==> src/sv/uv_sphere_vertex_generator_unit_assert.svh <==
// ----------------------------------------------------------------------------
// UV sphere vertex generator assertion macros
// Implication checks that compile away when SYNTHESIS is defined.
// ----------------------------------------------------------------------------
`ifndef UV_SPHERE_VERTEX_GENERATOR_UNIT_ASSERT_SVH
`define UV_SPHERE_VERTEX_GENERATOR_UNIT_ASSERT_SVH
`ifndef SYNTHESIS
`define UVS_ASSERT_IMP(lbl, clk, rst_n, a, b) \
	lbl: assert property (@(posedge clk) disable iff (!rst_n) (a) |-> (b)) \
		else $error("uvs: same-cycle check failed");
`define UVS_ASSERT_NXT(lbl, clk, rst_n, a, b) \
	lbl: assert property (@(posedge clk) disable iff (!rst_n) (a) |=> (b)) \
		else $error("uvs: next-cycle check failed");
`else
`define UVS_ASSERT_IMP(lbl, clk, rst_n, a, b)
`define UVS_ASSERT_NXT(lbl, clk, rst_n, a, b)
`endif
`endif

==> src/sv/uvs_div_pipe.sv <==
`timescale 1ns / 1ps
// ----------------------------------------------------------------------------
// Pipelined restoring divider
// One quotient bit per stage, N stages, 8-bit divisor held static by config.
// ----------------------------------------------------------------------------
module uvs_div_pipe #(
	parameter int N = 40
) (
	input  logic         clk,
	input  logic         en,
	input  logic [7:0]   den,
	input  logic [N-1:0] dvd,
	output logic [N-1:0] quo
);
	logic [7:0]   rem_s [N];
	logic [N-1:0] dvd_s [N];
	logic [N-1:0] quo_s [N];

	logic [7:0]   rem_i [N];
	logic [N-1:0] dvd_i [N];
	logic [N-1:0] quo_i [N];
	logic [7:0]   rem_n [N];
	logic [N-1:0] quo_n [N];

	always_comb begin
		rem_i[0] = '0;
		dvd_i[0] = dvd;
		quo_i[0] = '0;
		for (int k = 1; k < N; k++) begin
			rem_i[k] = rem_s[k-1];
			dvd_i[k] = dvd_s[k-1];
			quo_i[k] = quo_s[k-1];
		end
	end

	always_comb begin
		logic [8:0] trial;
		logic [8:0] diff;
		logic       ge;
		for (int k = 0; k < N; k++) begin
			trial = {rem_i[k], dvd_i[k][N-1-k]};
			diff = trial - {1'b0, den};
			ge = (trial >= {1'b0, den});
			rem_n[k] = ge ? diff[7:0] : trial[7:0];
			quo_n[k] = {quo_i[k][N-2:0], ge};
		end
	end

	always_ff @(posedge clk) begin
		if (en) begin
			for (int k = 0; k < N; k++) begin
				rem_s[k] <= rem_n[k];
				dvd_s[k] <= dvd_i[k];
				quo_s[k] <= quo_n[k];
			end
		end
	end

	assign quo = quo_s[N-1];
endmodule

==> config.mk <==
export PLATFORM = sky130hd
export DESIGN_NAME = uvs_div_pipe
export DESIGN_NICKNAME = d
export VERILOG_FILES = /design/src/sv/uv_sphere_vertex_generator_unit_assert.svh /design/src/sv/uvs_div_pipe.sv
export SDC_FILE = /design/constraint.sdc
export NUM_CORES = 2
export LEC_CHECK = 0
export BUFFER_PORTS_ARGS = -buffer_cell sky130_fd_sc_hd__buf_2
export CORE_ASPECT_RATIO = 1.5
export CORE_MARGIN = 2
export CORE_UTILIZATION = 55
export DETAILED_ROUTE_END_ITERATION = 8
export GPL_TIMING_DRIVEN = 1
export PLACE_DENSITY = 0.74
export SYNTH_ARGS = -nofsm -noshare
export SYNTH_HDL_FRONTEND = slang
export SYNTH_SLANG_ARGS = --single-unit
==> constraint.sdc <==
create_clock -name clk -period 3.2 [get_ports clk]
set_input_delay 0.48 -clock clk [delete_from_list [all_inputs] [get_ports clk]]
set_output_delay 0.48 -clock clk [all_outputs]
set_load 0.02 [all_outputs]
==> results.cfg <==
[route]
firstDrtPassIters = 5
totalWireLength_mm = 119
drt_iter0_markers = 2452
ant_nets = 0
drc_errors = 0
routed_via_density = 5.50
num_vias = 36400
wl_per_cell_um = 18.1

[cts]
clk_path_buf_depth = 3
post-cts-setup-buffers = 0
cts_tree = yes
clock-sinks = 1912
insertion_delay_ps = 810
path_clk_slew_ps = 70
clockRootBuffer = clkbuf_16
cts_buffers = 170
h-tree-depth = 4

[die]
dieHeight_um = 455
die_x_um = 304
io_pins = 90
row_count = 165
initial_core_util_pct = 55.3
core_area_um2 = 135000
dieArea_um2 = 138000

[place]
placedCellCount = 6254
gp_congestion = 0.865
placed_area_um2 = 78700
portBuffers = 89
dpl.hpwl_mm = 74.3

[power]
clockPowerShare_pct = 28.9
p_int_w = 0.0520
pwr-share-comb_pct = 23.9
p_per_area_nw_per_um2 = 845
seq_power_share_pct = 47.2
switching_share_pct = 27.4
p_leak_nw = 30.5
peakVddDrop_mv = 0.672
switching_power_w = 0.0196

[global_route]
grt_util_all_layers_pct = 17.3
grt_antenna_before_repair = 0
grt_pass1_vias = 37100
grt_start_max_net_pins = 108
overflow = 0
grt_pass1_wl_mm = 189

[hold_path]
hp-class = input pin to flop

[finish]
final_cells = 6605
final_util_pct = 63.0
drive_gt1_share_pct = 13.1
fin_area_um2 = 84800
fillers = 9326
diodes = 0
layout.nets = 5116
synthToLayoutAreaGrowth_pct = 14.0

[synthesis]
synth.avg_cell_area_um2 = 17.4
synthArstFlopShare_pct = 0
synth.most_common_cell = edfxtp_1
netlist_area_um2 = 74400
synthTopCellsByCount = edfxtp_1, ha_1, nand2_1, inv_1, o21ai_0
synth_edf_count = 1912
synthCells = 4274
synth.area.top_cells = edfxtp_1, ha_1, o21a_1
yosysTopAreaCell = edfxtp_1
synth_nets = 4676
ys_warn_count = 0
seq_area_frac_synth_pct = 77.1
synthFlopType = edfxtp_1
yosysTopAreaCellShare_pct = 77.1
ys_ff_latch = 1912
synth_cell_types = 51

[sta]
relSlewSlack_pct = 48.5
tightest_slew_ps = 766
holdWs_ps = 91.6
fmax_ghz = 0.392
hold_violations = 0
finalCriticalPeriod_ps = 2550
slew_viol_final = 0
final-setup-viol-count = 0
final.setup.tns_ps = 0
clock_skew_ps = 18.8
post-route-period-util_pct = 79.7
rsz0062_at_grt = no

[status]
status = finished, final reports clean

[worst_setup_path]
ff2ff_setup_slack_ps = 650
cp.required_ps = 3760
crit_buf_inv = 2
cp_num_cells = 8
rr_endpoint = rem_s[3][5]
timing.rr.start = dvd_s[2][295]
cp_top_family = compound AO/OA/AOI/OAI gates
critPathKind = flop to flop
cp_cell_sequence = inv_1, ha_1, or2b_1, a21oi_1, o21ai_2, a2111oi_4, buf_4, mux2_2
crit_slowest_cell = edfxtp_1
crit_fanout = 9
worstSetupStartpointType = flop
r2r_cells = 8
worstPathArrival_ps = 3110
endpoint_kind = flop
crit_path_end = rem_s[3][5]
crit_start = dvd_s[2][295]
slowest_delay_ps = 490

[flow_run]
drv_cap = 0
-- routing by layer --
layer | vias to the layer above | global-route usage [%] | share of wire, %
li1 | 17500 | - | -
met1 | 17800 | 19.8 | 40
met2 | 708 | 31.4 | 53
met3 | 279 | 3.37 | 3.9
met4 | 0 | 7.83 | 3.7
met5 | - | 0 | 0
-- worst min path at each step --
stage	start	slack, ps	endpoint	cells after the start
after floorplan	dvd_s[0][60]	400	dvd_s[0][100]	0
after global placement	dvd_s[1][255]	400	dvd_s[1][295]	0
after detailed placement	dvd_s[0][73]	400	dvd_s[0][113]	0
after CTS	dvd[39]	20	rem_s[0][0]	3
after global routing	en	80	dvd_s[0][42]	1
final	dvd[39]	90	rem_s[0][0]	3
-- placed cells by master (no fill, tap or decap), types with 17 or more instances in the layout --
| cell type | instances |
|---|---|
| edfxtp_1 | 1912 |
| ha_1 | 314 |
| nand2_1 | 231 |
| inv_1 | 222 |
| o21ai_0 | 182 |
| clkbuf_16 | 174 |
| o21a_1 | 159 |
| a21oi_1 | 157 |
| buf_4 | 119 |
| nor2b_1 | 104 |
| nor2_1 | 98 |
| mux2_2 | 97 |
| buf_2 | 87 |
| nor3_1 | 86 |
| xnor2_1 | 80 |
| o31ai_1 | 60 |
| nand3_1 | 53 |
| mux2i_1 | 52 |
| dlygate4sd3_1 | 41 |
| buf_12 | 41 |
| o31a_1 | 40 |
| a21o_1 | 38 |
| fa_1 | 38 |
| xor2_1 | 36 |
| o211ai_1 | 35 |
| clkbuf_1 | 30 |
| clkinv_2 | 29 |
| o21bai_1 | 28 |
| nand2b_1 | 27 |
| clkinv_1 | 27 |
| nor4_1 | 26 |
| a31oi_1 | 23 |
| bufinv_16 | 22 |
| o221ai_1 | 19 |
| a21boi_0 | 17 |
-- per-stage QoR --
stage	setup WS, ps	total power, W
after global placement	34.4	0.0507
after floorplan	2.66	0.0463
after global routing	567	0.0754
after CTS	634	0.0723
final	649	0.0717
after detailed placement	-10.9	0.0512
-- worst register-to-register path: stages (launching register included) --
cell and delay (ps):
edfxtp_1 490, inv_1 110, ha_1 300, or2b_1 220, a21oi_1 190, o21ai_2 100
a2111oi_4 300, buf_4 240, mux2_2 360
-- registers in the layout (all words and copies together), names as in the netlist --
name	count
quo_s	820
dvd_s	780
rem_s	312
-- layout make-up --
cell class | instances | area (um^2) | share of cell area (%)
flip-flops and latches | 1912 | 57400 | 67.7
multi-input cells | 2113 | 16100 | 19.0
clock buffers | 204 | 4470 | 5.27
repair buffers | 288 | 2560 | 3.02
well taps | 1753 | 2190 | 2.59
clock inverters | 106 | 1240 | 1.46
inverters | 229 | 863 | 1.02
-- cell families (layout without fill, tap and decap cells) --
| kind of cell | Yosys count | after routing | share of synthesized area [%] |
|---|---|---|---|
| multiplexers | 149 | 149 | 2.17 |
| adder cells (fa/ha/maj) | 352 | 352 | 6.30 |
| AO/OA/AOI/OAI | 820 | 820 | 7.36 |
| AND/OR/NAND/NOR | 676 | 676 | 4.42 |
| flip-flops | 1912 | 1912 | 77.1 |
| buffers and inverters | 249 | 827 | 1.26 |
| XOR/XNOR | 116 | 116 | 1.36 |
-- timing repair --
action	CTS	global route
gates resized for setup	0	0
hold buffers	41	0
endpoints found under the hold margin	40	0
-- power groups by stage --
stage | sequential [W] | combinational [W] | clock (W)
finish | 0.0338 | 0.0171 | 0.0207
global placement | 0.0342 | 0.0165 | 0
global route | 0.0341 | 0.0191 | 0.0222
detailed placement | 0.0343 | 0.0169 | 0
floorplan | 0.0336 | 0.0127 | 0
CTS | 0.0338 | 0.0171 | 0.0213
(Power assumes the default switching activity.)
